===== src/rtl/msseq_pkg.sv =====
// Shared types and constants of the multi-voice step sequencer.
package msseq_pkg;

	localparam int PATTERN_W = 16;
	localparam int STEP_W    = 5;
	localparam int NOTE_W    = 7;
	localparam int VEL_W     = 7;
	localparam int OPC_W     = 2;
	localparam int VOICE_W   = 4;
	localparam int SKIP_W    = 5;
	localparam int ADDR_W    = 4;
	localparam int DATA_W    = 32;

	// Steps that the hit mask covers
	localparam int HIT_STEPS = 16;

	localparam logic [STEP_W-1:0] STEP_NONE = 5'd16;

	// Opcodes
	localparam logic [OPC_W-1:0] OP_TICK  = 2'd0;
	localparam logic [OPC_W-1:0] OP_LOAD  = 2'd1;
	localparam logic [OPC_W-1:0] OP_CLEAR = 2'd2;
	localparam logic [OPC_W-1:0] OP_RESET = 2'd3;

	// Register indexes
	localparam logic [1:0] REG_BASE_NOTE  = 2'd0;
	localparam logic [1:0] REG_STRONG_VEL = 2'd1;
	localparam logic [1:0] REG_WEAK_VEL   = 2'd2;
	localparam logic [1:0] REG_PLAIN_VEL  = 2'd3;

	// Register reset values
	localparam logic [NOTE_W-1:0] BASE_NOTE_RST  = 7'd60;
	localparam logic [VEL_W-1:0]  STRONG_VEL_RST = 7'd127;
	localparam logic [VEL_W-1:0]  WEAK_VEL_RST   = 7'd80;
	localparam logic [VEL_W-1:0]  PLAIN_VEL_RST  = 7'd60;

	typedef struct packed {
		logic [NOTE_W-1:0] base_note;
		logic [VEL_W-1:0]  strong_vel;
		logic [VEL_W-1:0]  weak_vel;
		logic [VEL_W-1:0]  plain_vel;
	} cfg_t;

	typedef enum logic [2:0] {
		BANK_NOP,
		BANK_LOAD,
		BANK_CLEAR,
		BANK_ZERO,
		BANK_ADVANCE
	} bank_op_t;

endpackage


===== src/rtl/msseq_regs.sv =====
// APB configuration registers of the step sequencer.
module msseq_regs (
	input  logic                          clk,
	input  logic                          arst_n,
	input  logic                          psel,
	input  logic                          penable,
	input  logic                          pwrite,
	input  logic [msseq_pkg::ADDR_W-1:0]  paddr,
	input  logic [msseq_pkg::DATA_W-1:0]  pwdata,
	output logic [msseq_pkg::DATA_W-1:0]  prdata,
	output logic                          pready,
	output msseq_pkg::cfg_t               cfg
);

	msseq_pkg::cfg_t cfg_q;
	logic [1:0]      reg_idx;
	logic            wr_en;

	assign reg_idx = paddr[3:2];
	assign wr_en   = psel && penable && pwrite;
	assign pready  = 1'b1;
	assign cfg     = cfg_q;

	// Write the addressed register in the access cycle
	always_ff @(posedge clk or negedge arst_n) begin
		if (!arst_n) begin
			cfg_q.base_note  <= msseq_pkg::BASE_NOTE_RST;
			cfg_q.strong_vel <= msseq_pkg::STRONG_VEL_RST;
			cfg_q.weak_vel   <= msseq_pkg::WEAK_VEL_RST;
			cfg_q.plain_vel  <= msseq_pkg::PLAIN_VEL_RST;
		end else if (wr_en) begin
			unique case (reg_idx)
				msseq_pkg::REG_BASE_NOTE:  cfg_q.base_note  <= pwdata[msseq_pkg::NOTE_W-1:0];
				msseq_pkg::REG_STRONG_VEL: cfg_q.strong_vel <= pwdata[msseq_pkg::VEL_W-1:0];
				msseq_pkg::REG_WEAK_VEL:   cfg_q.weak_vel   <= pwdata[msseq_pkg::VEL_W-1:0];
				msseq_pkg::REG_PLAIN_VEL:  cfg_q.plain_vel  <= pwdata[msseq_pkg::VEL_W-1:0];
				default: ;
			endcase
		end
	end

	// Return the addressed register
	always_comb begin
		unique case (reg_idx)
			msseq_pkg::REG_BASE_NOTE:  prdata = msseq_pkg::DATA_W'(cfg_q.base_note);
			msseq_pkg::REG_STRONG_VEL: prdata = msseq_pkg::DATA_W'(cfg_q.strong_vel);
			msseq_pkg::REG_WEAK_VEL:   prdata = msseq_pkg::DATA_W'(cfg_q.weak_vel);
			msseq_pkg::REG_PLAIN_VEL:  prdata = msseq_pkg::DATA_W'(cfg_q.plain_vel);
			default:                   prdata = '0;
		endcase
	end

endmodule


===== src/rtl/msseq_bank.sv =====
// Per-voice state: hit masks, step counters, loop lengths and accent steps.
module msseq_bank #(
	parameter int VOICES    = 16,
	parameter int MAX_STEPS = 16,
	parameter int VW        = (VOICES > 1) ? $clog2(VOICES) : 1,
	parameter int CW        = $clog2(MAX_STEPS),
	parameter int LW        = $clog2(MAX_STEPS + 1)
) (
	input  logic                             clk,
	input  logic                             arst_n,
	input  msseq_pkg::bank_op_t              op,
	input  logic [VW-1:0]                    wr_idx,
	input  logic [msseq_pkg::PATTERN_W-1:0]  ld_pattern,
	input  logic [LW-1:0]                    ld_len,
	input  logic [msseq_pkg::STEP_W-1:0]     ld_strong,
	input  logic [msseq_pkg::STEP_W-1:0]     ld_weak,
	input  logic [VW-1:0]                    rd_idx,
	input  logic [CW-1:0]                    nxt_cnt,
	output logic [msseq_pkg::PATTERN_W-1:0]  rd_pattern,
	output logic [CW-1:0]                    rd_cnt,
	output logic [LW-1:0]                    rd_len,
	output logic [msseq_pkg::STEP_W-1:0]     rd_strong,
	output logic [msseq_pkg::STEP_W-1:0]     rd_weak
);

	logic [msseq_pkg::PATTERN_W-1:0] pattern_q [VOICES];
	logic [CW-1:0]                   cnt_q     [VOICES];
	logic [LW-1:0]                   len_q     [VOICES];
	logic [msseq_pkg::STEP_W-1:0]    strong_q  [VOICES];
	logic [msseq_pkg::STEP_W-1:0]    weak_q    [VOICES];

	// Apply one edit or counter update a cycle
	always_ff @(posedge clk or negedge arst_n) begin
		if (!arst_n) begin
			for (int v = 0; v < VOICES; v++) begin
				pattern_q[v] <= '0;
				cnt_q[v]     <= '0;
				len_q[v]     <= '0;
				strong_q[v]  <= msseq_pkg::STEP_NONE;
				weak_q[v]    <= msseq_pkg::STEP_NONE;
			end
		end else begin
			unique case (op)
				msseq_pkg::BANK_LOAD: begin
					pattern_q[wr_idx] <= ld_pattern;
					cnt_q[wr_idx]     <= '0;
					len_q[wr_idx]     <= ld_len;
					strong_q[wr_idx]  <= ld_strong;
					weak_q[wr_idx]    <= ld_weak;
				end
				msseq_pkg::BANK_CLEAR: begin
					pattern_q[wr_idx] <= '0;
					cnt_q[wr_idx]     <= '0;
				end
				msseq_pkg::BANK_ZERO: begin
					for (int v = 0; v < VOICES; v++) begin
						pattern_q[v] <= '0;
						cnt_q[v]     <= '0;
					end
				end
				msseq_pkg::BANK_ADVANCE: cnt_q[rd_idx] <= nxt_cnt;
				default: ;
			endcase
		end
	end

	// Read the voice under the walk
	assign rd_pattern = pattern_q[rd_idx];
	assign rd_cnt     = cnt_q[rd_idx];
	assign rd_len     = len_q[rd_idx];
	assign rd_strong  = strong_q[rd_idx];
	assign rd_weak    = weak_q[rd_idx];

endmodule


===== src/rtl/msseq_walk.sv =====
// Sequencer that walks the voices on a tick and drives the result channel.
module msseq_walk #(
	parameter int VOICES    = 16,
	parameter int MAX_STEPS = 16,
	parameter int VW        = (VOICES > 1) ? $clog2(VOICES) : 1,
	parameter int CW        = $clog2(MAX_STEPS),
	parameter int LW        = $clog2(MAX_STEPS + 1)
) (
	input  logic                             clk,
	input  logic                             arst_n,
	input  msseq_pkg::cfg_t                  cfg,
	input  logic                             in_valid,
	output logic                             in_ready,
	input  logic [msseq_pkg::OPC_W-1:0]      opcode,
	input  logic [msseq_pkg::VOICE_W-1:0]    voice,
	input  logic [msseq_pkg::STEP_W-1:0]     loop_length,
	input  logic [msseq_pkg::SKIP_W-1:0]     skip_voice,
	output msseq_pkg::bank_op_t              bank_op,
	output logic [VW-1:0]                    wr_idx,
	output logic [LW-1:0]                    ld_len,
	output logic [VW-1:0]                    rd_idx,
	output logic [CW-1:0]                    nxt_cnt,
	input  logic [msseq_pkg::PATTERN_W-1:0]  rd_pattern,
	input  logic [CW-1:0]                    rd_cnt,
	input  logic [LW-1:0]                    rd_len,
	input  logic [msseq_pkg::STEP_W-1:0]     rd_strong,
	input  logic [msseq_pkg::STEP_W-1:0]     rd_weak,
	output logic                             out_valid,
	input  logic                             out_ready,
	output logic [msseq_pkg::NOTE_W-1:0]     note_number,
	output logic [msseq_pkg::VEL_W-1:0]      velocity,
	output logic                             last_of_run
);

	typedef enum logic [1:0] {S_IDLE, S_WALK, S_FLUSH} state_t;

	localparam logic [VW-1:0] LAST_VOICE = VW'(VOICES - 1);

	state_t                          state_q;
	logic [VW-1:0]                   walk_q;
	logic [msseq_pkg::SKIP_W-1:0]    skip_q;
	logic                            pend_valid_q;
	logic [msseq_pkg::NOTE_W-1:0]    pend_note_q;
	logic [msseq_pkg::VEL_W-1:0]     pend_vel_q;
	logic                            out_valid_q;
	logic [msseq_pkg::NOTE_W-1:0]    out_note_q;
	logic [msseq_pkg::VEL_W-1:0]     out_vel_q;
	logic                            out_last_q;

	logic                            accept;
	logic                            voice_ok;
	logic [31:0]                     cnt_ext;
	logic                            hit;
	logic                            skipped;
	logic                            live_hit;
	logic [msseq_pkg::VEL_W-1:0]     hit_vel;
	logic [msseq_pkg::NOTE_W-1:0]    hit_note;
	logic                            out_free;
	logic                            stall;
	logic [LW-1:0]                   cnt_inc;
	logic                            push_mid;
	logic                            push_end;

	assign in_ready = (state_q == S_IDLE);
	assign accept   = in_valid && in_ready;
	assign voice_ok = 32'(voice) < VOICES;
	assign wr_idx   = VW'(voice);
	assign rd_idx   = walk_q;

	// Clamp the loaded loop length to the step range
	assign ld_len = (32'(loop_length) > MAX_STEPS) ? LW'(MAX_STEPS) : LW'(loop_length);

	// Evaluate the voice under the walk
	assign cnt_ext  = 32'(rd_cnt);
	assign hit      = (cnt_ext < msseq_pkg::HIT_STEPS) && rd_pattern[cnt_ext[3:0]];
	assign skipped  = 32'(skip_q) == 32'(walk_q);
	assign live_hit = hit && !skipped;
	assign hit_note = cfg.base_note + msseq_pkg::NOTE_W'(walk_q);

	always_comb begin
		if (32'(rd_strong) == cnt_ext) begin
			hit_vel = cfg.strong_vel;
		end else if (32'(rd_weak) == cnt_ext) begin
			hit_vel = cfg.weak_vel;
		end else begin
			hit_vel = cfg.plain_vel;
		end
	end

	// Advance the counter, wrapping at the loop length
	assign cnt_inc = LW'(rd_cnt) + LW'(1);
	assign nxt_cnt = (cnt_inc >= rd_len) ? '0 : CW'(cnt_inc);

	// Hold the walk while a new hit cannot push the pending one out
	assign out_free = !out_valid_q || out_ready;
	assign stall    = live_hit && pend_valid_q && !out_free;

	// Move the pending result out on a later hit or at the end of the walk
	assign push_mid = (state_q == S_WALK) && !stall && live_hit && pend_valid_q;
	assign push_end = (state_q == S_FLUSH) && pend_valid_q && out_free;

	// Pick the bank operation for this cycle
	always_comb begin
		bank_op = msseq_pkg::BANK_NOP;
		if (accept) begin
			unique case (opcode)
				msseq_pkg::OP_LOAD:
					if (voice_ok) bank_op = msseq_pkg::BANK_LOAD;
				msseq_pkg::OP_CLEAR:
					if (voice_ok) bank_op = msseq_pkg::BANK_CLEAR;
				msseq_pkg::OP_RESET: bank_op = msseq_pkg::BANK_ZERO;
				default: ;
			endcase
		end else if (state_q == S_WALK && !stall && !skipped) begin
			bank_op = msseq_pkg::BANK_ADVANCE;
		end
	end

	// Step the walk and move results through the pending and output registers
	always_ff @(posedge clk or negedge arst_n) begin
		if (!arst_n) begin
			state_q      <= S_IDLE;
			walk_q       <= '0;
			skip_q       <= '0;
			pend_valid_q <= 1'b0;
			out_valid_q  <= 1'b0;
		end else begin
			if (push_mid || push_end) begin
				out_valid_q <= 1'b1;
			end else if (out_valid_q && out_ready) begin
				out_valid_q <= 1'b0;
			end
			unique case (state_q)
				S_IDLE: begin
					if (accept && opcode == msseq_pkg::OP_TICK) begin
						skip_q  <= skip_voice;
						walk_q  <= '0;
						state_q <= S_WALK;
					end
				end
				S_WALK: begin
					if (!stall) begin
						if (live_hit) begin
							if (pend_valid_q) begin
								out_note_q  <= pend_note_q;
								out_vel_q   <= pend_vel_q;
								out_last_q  <= 1'b0;
							end
							pend_valid_q <= 1'b1;
							pend_note_q  <= hit_note;
							pend_vel_q   <= hit_vel;
						end
						if (walk_q == LAST_VOICE) begin
							state_q <= S_FLUSH;
						end else begin
							walk_q <= walk_q + VW'(1);
						end
					end
				end
				S_FLUSH: begin
					if (!pend_valid_q) begin
						state_q <= S_IDLE;
					end else if (out_free) begin
						out_note_q   <= pend_note_q;
						out_vel_q    <= pend_vel_q;
						out_last_q   <= 1'b1;
						pend_valid_q <= 1'b0;
						state_q      <= S_IDLE;
					end
				end
				default: state_q <= S_IDLE;
			endcase
		end
	end

	assign out_valid   = out_valid_q;
	assign note_number = out_note_q;
	assign velocity    = out_vel_q;
	assign last_of_run = out_last_q;

endmodule


===== src/rtl/multi_voice_step_sequencer_core.sv =====
// Load, clear and reset take effect at acceptance; the next item can be taken in the cycle after.
// A tick walks one voice per cycle, unless a result stall holds it, through the shared evaluate
// and advance unit: acceptance, a walk over each voice, then a flush; no item is taken meanwhile.
// A result is registered at the edge that evaluates the next hit, or at the flush edge for the
// last hit of the tick. Reset (arst_n low, asynchronous) clears all voices, sets no accents,
// loads the register defaults and empties the result channel.
module multi_voice_step_sequencer_core #(
	parameter int VOICES    = 16,
	parameter int MAX_STEPS = 16
) (
	input  logic                             clk,
	input  logic                             arst_n,
	input  logic                             psel,
	input  logic                             penable,
	input  logic                             pwrite,
	input  logic [msseq_pkg::ADDR_W-1:0]     paddr,
	input  logic [msseq_pkg::DATA_W-1:0]     pwdata,
	output logic [msseq_pkg::DATA_W-1:0]     prdata,
	output logic                             pready,
	input  logic                             in_valid,
	output logic                             in_ready,
	input  logic [msseq_pkg::OPC_W-1:0]      opcode,
	input  logic [msseq_pkg::VOICE_W-1:0]    voice,
	input  logic [msseq_pkg::PATTERN_W-1:0]  pattern,
	input  logic [msseq_pkg::STEP_W-1:0]     loop_length,
	input  logic [msseq_pkg::STEP_W-1:0]     strong_step,
	input  logic [msseq_pkg::STEP_W-1:0]     weak_step,
	input  logic [msseq_pkg::SKIP_W-1:0]     skip_voice,
	output logic                             out_valid,
	input  logic                             out_ready,
	output logic [msseq_pkg::NOTE_W-1:0]     note_number,
	output logic [msseq_pkg::VEL_W-1:0]      velocity,
	output logic                             last_of_run
);

	localparam int VW = (VOICES > 1) ? $clog2(VOICES) : 1;
	localparam int CW = $clog2(MAX_STEPS);
	localparam int LW = $clog2(MAX_STEPS + 1);

	msseq_pkg::cfg_t                 cfg;
	msseq_pkg::bank_op_t             bank_op;
	logic [VW-1:0]                   wr_idx;
	logic [VW-1:0]                   rd_idx;
	logic [LW-1:0]                   ld_len;
	logic [CW-1:0]                   nxt_cnt;
	logic [msseq_pkg::PATTERN_W-1:0] rd_pattern;
	logic [CW-1:0]                   rd_cnt;
	logic [LW-1:0]                   rd_len;
	logic [msseq_pkg::STEP_W-1:0]    rd_strong;
	logic [msseq_pkg::STEP_W-1:0]    rd_weak;

	msseq_regs u_regs (
		.clk     (clk),
		.arst_n  (arst_n),
		.psel    (psel),
		.penable (penable),
		.pwrite  (pwrite),
		.paddr   (paddr),
		.pwdata  (pwdata),
		.prdata  (prdata),
		.pready  (pready),
		.cfg     (cfg)
	);

	msseq_bank #(
		.VOICES    (VOICES),
		.MAX_STEPS (MAX_STEPS),
		.VW        (VW),
		.CW        (CW),
		.LW        (LW)
	) u_bank (
		.clk        (clk),
		.arst_n     (arst_n),
		.op         (bank_op),
		.wr_idx     (wr_idx),
		.ld_pattern (pattern),
		.ld_len     (ld_len),
		.ld_strong  (strong_step),
		.ld_weak    (weak_step),
		.rd_idx     (rd_idx),
		.nxt_cnt    (nxt_cnt),
		.rd_pattern (rd_pattern),
		.rd_cnt     (rd_cnt),
		.rd_len     (rd_len),
		.rd_strong  (rd_strong),
		.rd_weak    (rd_weak)
	);

	msseq_walk #(
		.VOICES    (VOICES),
		.MAX_STEPS (MAX_STEPS),
		.VW        (VW),
		.CW        (CW),
		.LW        (LW)
	) u_walk (
		.clk         (clk),
		.arst_n      (arst_n),
		.cfg         (cfg),
		.in_valid    (in_valid),
		.in_ready    (in_ready),
		.opcode      (opcode),
		.voice       (voice),
		.loop_length (loop_length),
		.skip_voice  (skip_voice),
		.bank_op     (bank_op),
		.wr_idx      (wr_idx),
		.ld_len      (ld_len),
		.rd_idx      (rd_idx),
		.nxt_cnt     (nxt_cnt),
		.rd_pattern  (rd_pattern),
		.rd_cnt      (rd_cnt),
		.rd_len      (rd_len),
		.rd_strong   (rd_strong),
		.rd_weak     (rd_weak),
		.out_valid   (out_valid),
		.out_ready   (out_ready),
		.note_number (note_number),
		.velocity    (velocity),
		.last_of_run (last_of_run)
	);

endmodule


===== config.mk =====
export PLATFORM = sky130hd
export DESIGN_NAME = multi_voice_step_sequencer_core
export DESIGN_NICKNAME = d
export VERILOG_FILES = /design/src/rtl/msseq_pkg.sv /design/src/rtl/msseq_regs.sv /design/src/rtl/msseq_bank.sv /design/src/rtl/msseq_walk.sv /design/src/rtl/multi_voice_step_sequencer_core.sv
export SDC_FILE = /design/constraint.sdc
export NUM_CORES = 1
export LEC_CHECK = 0
export BUFFER_PORTS_ARGS = -buffer_cell sky130_fd_sc_hd__buf_2
export CAP_MARGIN = 20
export CORE_MARGIN = 5
export CORE_UTILIZATION = 40
export DETAILED_ROUTE_END_ITERATION = 8
export PLACE_DENSITY = 0.6
export SLEW_MARGIN = 20
export SYNTH_ARGS = -nofsm -noshare
export SYNTH_HDL_FRONTEND = slang
export SYNTH_SLANG_ARGS = --single-unit

===== constraint.sdc =====
create_clock -name clk -period 5.39 [get_ports clk]
set_clock_uncertainty 0.1 [all_clocks]
set_input_delay 0.539 -clock clk [delete_from_list [all_inputs] [get_ports clk]]
set_output_delay 0.539 -clock clk [all_outputs]
set_load 0.02 [all_outputs]

# [Word level (Yosys, flattened, before mapping)]
# Cells that the tools add are included.
[word_totals] register_bits=630 in_bits=85 wordCells=254
[classes] add_sub_neg=3 order_cmp=8 eq_ne=25 mux=75 bitwise=7 reduce_logical=42
[ops] op="$pmux 256 s3" count=1
[ops] op="$and 256x256->256" count=1
[ops] op="$bwmux 256" count=1
[ops] op="$not 256->256" count=1
[ops] op="$bwmux 80" count=3
[ops] op="$pmux 64 s3" count=1
[ops] op="$pmux 32 s4" count=1
[ops] op="$mux 7" count=12
[ops] op="$and 64x64->64" count=1
[ops] op="$bmux 16 s4" count=1
[ops] op="$bwmux 64" count=1
[ops] op="$demux 16 s4" count=1
[ops] op="$not 64->64" count=1
[ops] op="$bmux 5 s4" count=3
[ops] op="$mux 16" count=3
[ops] op="$mux 5" count=8
[ops] op="$demux 4 s4" count=2
[ops] op="$mux 4" count=8
[ops] op="$pmux 7 s2" count=2
[ops] op="$demux 5 s4" count=1
[ops] op="$logic_and 1x1->1" count=17
[ops] op="$bmux 4 s4" count=1
[ops] op="$eq 5x4->1" count=3
[ops] op="$mux 1" count=12
[ops] op="35 further kinds" count=74

# [Depth between registers and ports, before layout]
[depth] depth_word=18 depth_mapped=19 ltp_nobuf=14

# [Cells and area by module]
# A second synthesis with hierarchy kept.
[hier_totals] hier_cells=2152 area_unflattened_um2=29343.1
[by_module_without_submodules] module="msseq_bank" instances=1 cells_per_inst=1848 area_each_um2=25396.9 seq_area_each_um2=14053.5
[by_module_without_submodules] module="msseq_walk" instances=1 cells_per_inst=205 area_each_um2=2461.1 seq_area_each_um2=1196.1
[by_module_without_submodules] module="msseq_regs" instances=1 cells_per_inst=99 area_each_um2=1485.2 seq_area_each_um2=721.9

# [Worst setup path after synthesis]
# No wires, ideal clock.
[synth_timing] path_type="register to register" startpoint="register u_walk.walk_q[0], in the netlist u_walk.rd_idx[0]" endpoint="register u_bank.cnt_q[13] (netlist bit)" setup_ns=0.084 arrival_ns=4.881 required_ns=5.206 slack_ns=0.326 stages_incl_launch_ff=19 n_path_buf=7 synth_period_minus_slack_ns=5.064 path_cell_list="dfrtp_1 -> buf_6 -> buf_6 -> buf_6 -> buf_4 -> buf_2 -> buf_1 -> mux4_2 -> mux4_2 -> ha_1 -> nand2b_1 -> a21o_1 -> a21o_1 -> a21o_1 -> a21oi_1 -> and2_1 -> clkbuf_1 -> nand4_1 -> o2bb2ai_1"
[synth_between] elab_chain_len=18
[synth_lines] item="start: declaration" line="msseq_walk.sv:40" source="logic [VW-1:0] walk_q;"
[synth_lines] item="start signal: assignment" line="msseq_walk.sv:156" source="walk_q <= walk_q + VW'(1);"
[synth_lines] item="$not 4->5 (implied by the code)"
[synth_lines] item="$bmux 16 s4 or $bmux 4 s4 (tied branches)" line="msseq_bank.sv:68, msseq_bank.sv:69"
[synth_lines] item="$mux 16 (implied by the code) or $mux 4 (tied branches) (2 in a row)" line="msseq_bank.sv:68, msseq_bank.sv:69"
[synth_lines] item="$bmux 1 s4" line="msseq_walk.sv:75" source="assign hit = (cnt_ext < msseq_pkg::HIT_STEPS) && rd_pattern[cnt_ext[3:0]];"
[synth_lines] item="$mux 1 (implied by the code)" line="msseq_walk.sv:75"
[synth_lines] item="$logic_and 1x1->1" line="msseq_walk.sv:75"
[synth_lines] item="$logic_and 1x1->1" line="msseq_walk.sv:77" source="assign live_hit = hit && !skipped;"
[synth_lines] item="$logic_and 1x1->1 (2 in a row)" line="msseq_walk.sv:96" source="assign stall = live_hit && pend_valid_q && !out_free;"
[synth_lines] item="$logic_not 1->1" line="msseq_walk.sv:114" source="end else if (state_q == S_WALK && !stall && !skipped) begin"
[synth_lines] item="$logic_and 1x1->1 (2 in a row)" line="msseq_walk.sv:114"
[synth_lines] item="$mux 3" line="msseq_walk.sv:114"
[synth_lines] item="$mux 3" line="msseq_walk.sv:105" source="if (accept) begin"
[synth_lines] item="$eq 3x2->1 or $eq 3x1->1 (tied branches)" line="msseq_bank.sv:43" source="unique case (op)"
[synth_lines] item="$reduce_or 2->1 (no line)"
[synth_lines] item="$pmux 64 s3 or $reduce_bool 3->1 (tied branches)"
[synth_lines] item="end signal: indexed assignment" line="msseq_bank.sv:61" source="msseq_pkg::BANK_ADVANCE: cnt_q[rd_idx] <= nxt_cnt;"
[synth_lines] item="end: declaration" line="msseq_bank.sv:27" source="logic [CW-1:0] cnt_q [VOICES];"
# Several ways; a longest one is shown, not always the timed one. The select of a mux whose other input is x is not followed.
# A chain may end at the register's enable or synchronous reset.

# [Worst setup path in the final report]
[layout_timing] startpoint="register u_walk.walk_q[0], in the netlist u_walk.rd_idx[0]" endpoint="register u_bank.cnt_q[57] (netlist bit)"
# The elaborated chain is that of the path after synthesis.

==> summary.md <==
| Metric | Value |
|---|---|
| Status | `finished, final reports clean` |
| Starting density of the core | `0.4045` |
| Routed Wire Length | `80,810 µm` |
| WP data arrival | `5.19 ns` |
| Leak | `0.01426 µW` |
| Core area | `roughly 72,000 µm²` |
| Final Hold Fails | `0` |
| Share of layout cells above drive strength 1 | `0.3075` |
| Comb pwr share | `0.266` |
| RD Place Congestion | `approximately 0.8` |
| Placed instance area | `~30,000 µm²` |
| Sequential element share of the synthesized area | `0.5513` |
| Critical Path RT | `between 5 and 6 ns` |
| RSZ-0062 raised after global routing | `false` |
| Area grow syn2layout | `12.78%` |
| CTS sink count | `between 600 and 700` |
| TritonCTS clock tree | `done` |
| CP most frequent cell | `a21o_1` |
| PD cells | `436.9 nW/µm²` |
| FFs w/ async S/R, synth | `0.9540` |
| Post-synth top flop | `dfrtp_1` |
| Area of the multi-input gates | `between 10,000 and 15,000 µm²` |
| Worst-path clk slew | `0.06 ns` |
| Initial antenna violation count | `3` |
| Remaining Overflow, GRT | `0` |
| Residual DRC | `0` |
| Worst-Margin Slew | `between 1 and 1.5 ns` |
| Inserted Clock Buffers | `70` |
| Initial DRC Count | `2,107` |
| Worst-path fanout max | `25` |
| Final Cell Area | `~33,000 µm²` |
| TNS Setup | `0 ns` |
| Post-route ant nets | `0` |
| Fill count | `6,431` |
| Maxcap violations | `0` |
| P_int | `between 9000 and 10,000 µW` |
| Synth unique cells | `slightly above 60` |
| Io pins | `about 140` |
| Global-route usage over all layers | `0.2067` |
| Max transition margin | `0.2334` |
| CP Cell Sequence | `buf_4 -> mux4_2 -> mux4_2 -> ha_1 -> nand2b_1 -> a21o_1 -> a21o_1 -> a21o_1 -> a21oi_1 -> buf_4 -> and2_1 -> nand4_1 -> o2bb2ai_1` |
| Number of port buffers | `81` |
| Net Switching | `about 4600 µW` |
| Via count of the routed design | `approximately 20,000` |
| Peak supply drop | `~0.25 mV` |
| H-tree levels | `3` |
| Period minus WS final | `4.772 ns` |
| Critical-path top delay cell | `dfrtp_4` |
| Nets | `approximately 2,500` |
| Dpl hpwl | `between 40,000 and 50,000 µm` |
| Startpoint types | `flop` |
| Clock latency on the worst-skew pair | `between 0.6 and 0.7 ns` |
| Synth Cell Area | `a little under 30,000 µm²` |
| Delay of the slowest critical-path stage | `about 0.73 ns` |
| Hold crit path type | `input port to flop` |
| Synth Register Bits | `630` |
| Avg Inst Size Synth | `about 12 µm²` |
| DR pass1 iterations | `6` |
| Final number of setup-violating endpoints | `0` |
| Vias per inst | `approximately 5.8` |
| Syn Inst Count | `approximately 2,300` |
| Critical Path End Type | `flop` |
| Yosys Warn Count | `0` |
| Number of global-route vias before repair | `between 20,000 and 25,000` |
| Die W | `~280 µm` |
| Period utilisation layout | `0.8854` |
| Fin. max-slew vios | `0` |
| Fmax | `roughly 0.21 GHz` |
| Clock power share | `0.333` |
| Switching share of power | `0.3222` |
| Post-DR wirelength/cell | `about 24 µm` |
| Kind of critical path | `flop to flop` |
| First-pass GRT wire length | `125,000 µm` |
| Row Count | `98` |
| Die Y | `279.1 µm` |
| Largest net degree at the start of global routing | `about 160` |
| Storage cell area | `approximately 16,000 µm²` |
| EDFF count, synth | `29` |
| Flop pwr share | `0.402` |
| Bufs on Longest Clock Path | `3` |
| Postcts setup bufs | `0` |
| Root cell of the clock tree | `clkbuf_16` |
| Die Area | `just under 80,000 µm²` |
## cell families (layout without fill, tap and decap cells)
logic type | Yosys count | after routing | synth area share
AOI/OAI and AO/OA | 490 | 490 | 0.09826
xor gates and xnor gates | 16 | 16 | 0.004838
adders and majority gates | 18 | 18 | 0.008033
buffers and inverters | 235 | 289 | 0.03766
DFF | 630 | 630 | 0.5513
muxes | 403 | 403 | 0.2212
other | 2 | 29 | 0.0002592
and+or+nand+nor | 538 | 538 | 0.07844
## state kept, by name, summed over array words and instances (netlist names), 7 cells and up
name and cells:
u_bank.weak_q 80, u_bank.strong_q 80, u_walk.pend_vel_q 7, u_bank.len_q 80, u_bank.pattern_q 256, u_walk.velocity 7
u_walk.note_number 7, u_regs.cfg 28, u_walk.pend_note_q 7, u_bank.cnt_q 64
## synth_stat cells (23+ instances only)
| cell | count | area share |
|---|---|---|
| a21oi_1 | 46 | 0.0079 |
| o21ai_0 | 329 | 0.057 |
| nor2_1 | 28 | 0.0036 |
| mux2_2 | 209 | 0.081 |
| edfxtp_1 | 29 | 0.030 |
| dfrtp_1 | 552 | 0.48 |
| buf_2 | 25 | 0.0043 |
| buf_4 | 30 | 0.0078 |
| a22oi_1 | 23 | 0.0060 |
| clkbuf_1 | 145 | 0.019 |
| dfstp_2 | 49 | 0.044 |
| nand3_1 | 39 | 0.0067 |
| nand2_1 | 414 | 0.054 |
| mux4_2 | 166 | 0.13 |
## stage by stage
step           setup WS [ns]  hold WS, ns  total power, µW    util  cells
6_report              0.6179      0.04916            14270  0.4563   3363
5_1_grt               0.3665      0.04607            14940  0.4562   3362
4_1_cts               0.6201      0.01673            14410  0.4553   3358
3_5_place_dp          0.6153       0.3063             9624  0.4235   3230
3_3_place_gp          0.6624       0.3049             9524  0.4233   3229
2_1_floorplan         0.3256       0.1434             8405       -   2356
## layout by cell type (no fill, tap or decap), drive strengths merged, types with 17 or more instances in the layout
cell,instances
clkbuf,104
mux2i,21
nand2,415
buf,139
nand3,40
nor2,29
o21ai,329
dfstp,49
edfxtp,29
dfrtp,552
conb,26
mux2,216
o2bb2ai,20
a21oi,46
a22oi,25
inv,26
a32o,20
ha,17
mux4,166
## layer usage
metal / up-vias / wire length, µm / share of wire / GRT usage
met4: 0 / 2113 / 0.026 / 0.06428
met2: 793 / 38720 / 0.48 / 0.3321
met3: 143 / 6105 / 0.076 / 0.04030
met1: 10180 / 33870 / 0.42 / 0.2872
met5: - / 0 / 0 / 0
li1: 8419 / - / - / -
## timing repair
action,CTS,global route
hold buffers,1,0
resized for setup,0,0
endpoints found under the hold margin,63,0
## final timing paths
| kind | to | cells past startpoint | startpoint | slack (ns) |
|---|---|---|---|---|
| worst min-delay path | u_walk.skip_q[3]$_DFFE_PN0P_ | 3 | skip_voice[3] | 0.05 |
| max in group asynchronous | u_walk.rd_idx[2]$_DFFE_PN0P_ | 3 | arst_n | 3.42 |
| worst min register to register | u_walk.velocity[1]$_DFFE_PP_ | 0 | u_walk.pend_vel_q[1]$_DFFE_PP_ | 0.32 |
| min in group asynchronous | u_bank.pattern_q[92]$_DFFE_PN0P_ | 2 | arst_n | 0.45 |
| worst max-delay path | u_bank.cnt_q[57]$_DFFE_PN0P_ | 13 | u_walk.rd_idx[0]$_DFFE_PN0P_ | 0.62 |
| worst max register to register | u_bank.cnt_q[57]$_DFFE_PN0P_ | 13 | u_walk.rd_idx[0]$_DFFE_PN0P_ | 0.62 |
## area by class of cell
type	count	share of cell area
antenna	3	0.0002298
clock inverter	23	0.007353
inverter	22	0.002527
sequential	630	0.4891
multi-input combinational	1491	0.3726
clock buffer	104	0.06219
timing repair buffer	140	0.02953
tap	950	0.03638
## power by group through the flow
stage / clock (µW) / sequential, µW / combinational (µW)
final: 4750 / 5730 / 3790
after global routing: 5050 / 5800 / 4090
after CTS: 4860 / 5730 / 3820
after detailed placement: 0 / 5810 / 3810
after global placement: 0 / 5770 / 3750
after floorplan: 0 / 5650 / 2760
## worst max-delay path, delay by kind of cell, from the launching register on
family	cells	cell delay (ns)
flops	1	0.73
simple gates	3	0.98
fa+ha+maj	1	0.30
mux	2	1.01
buf+inv	2	0.54
compound gates	5	1.00
Power figures use the tool's default switching activity.
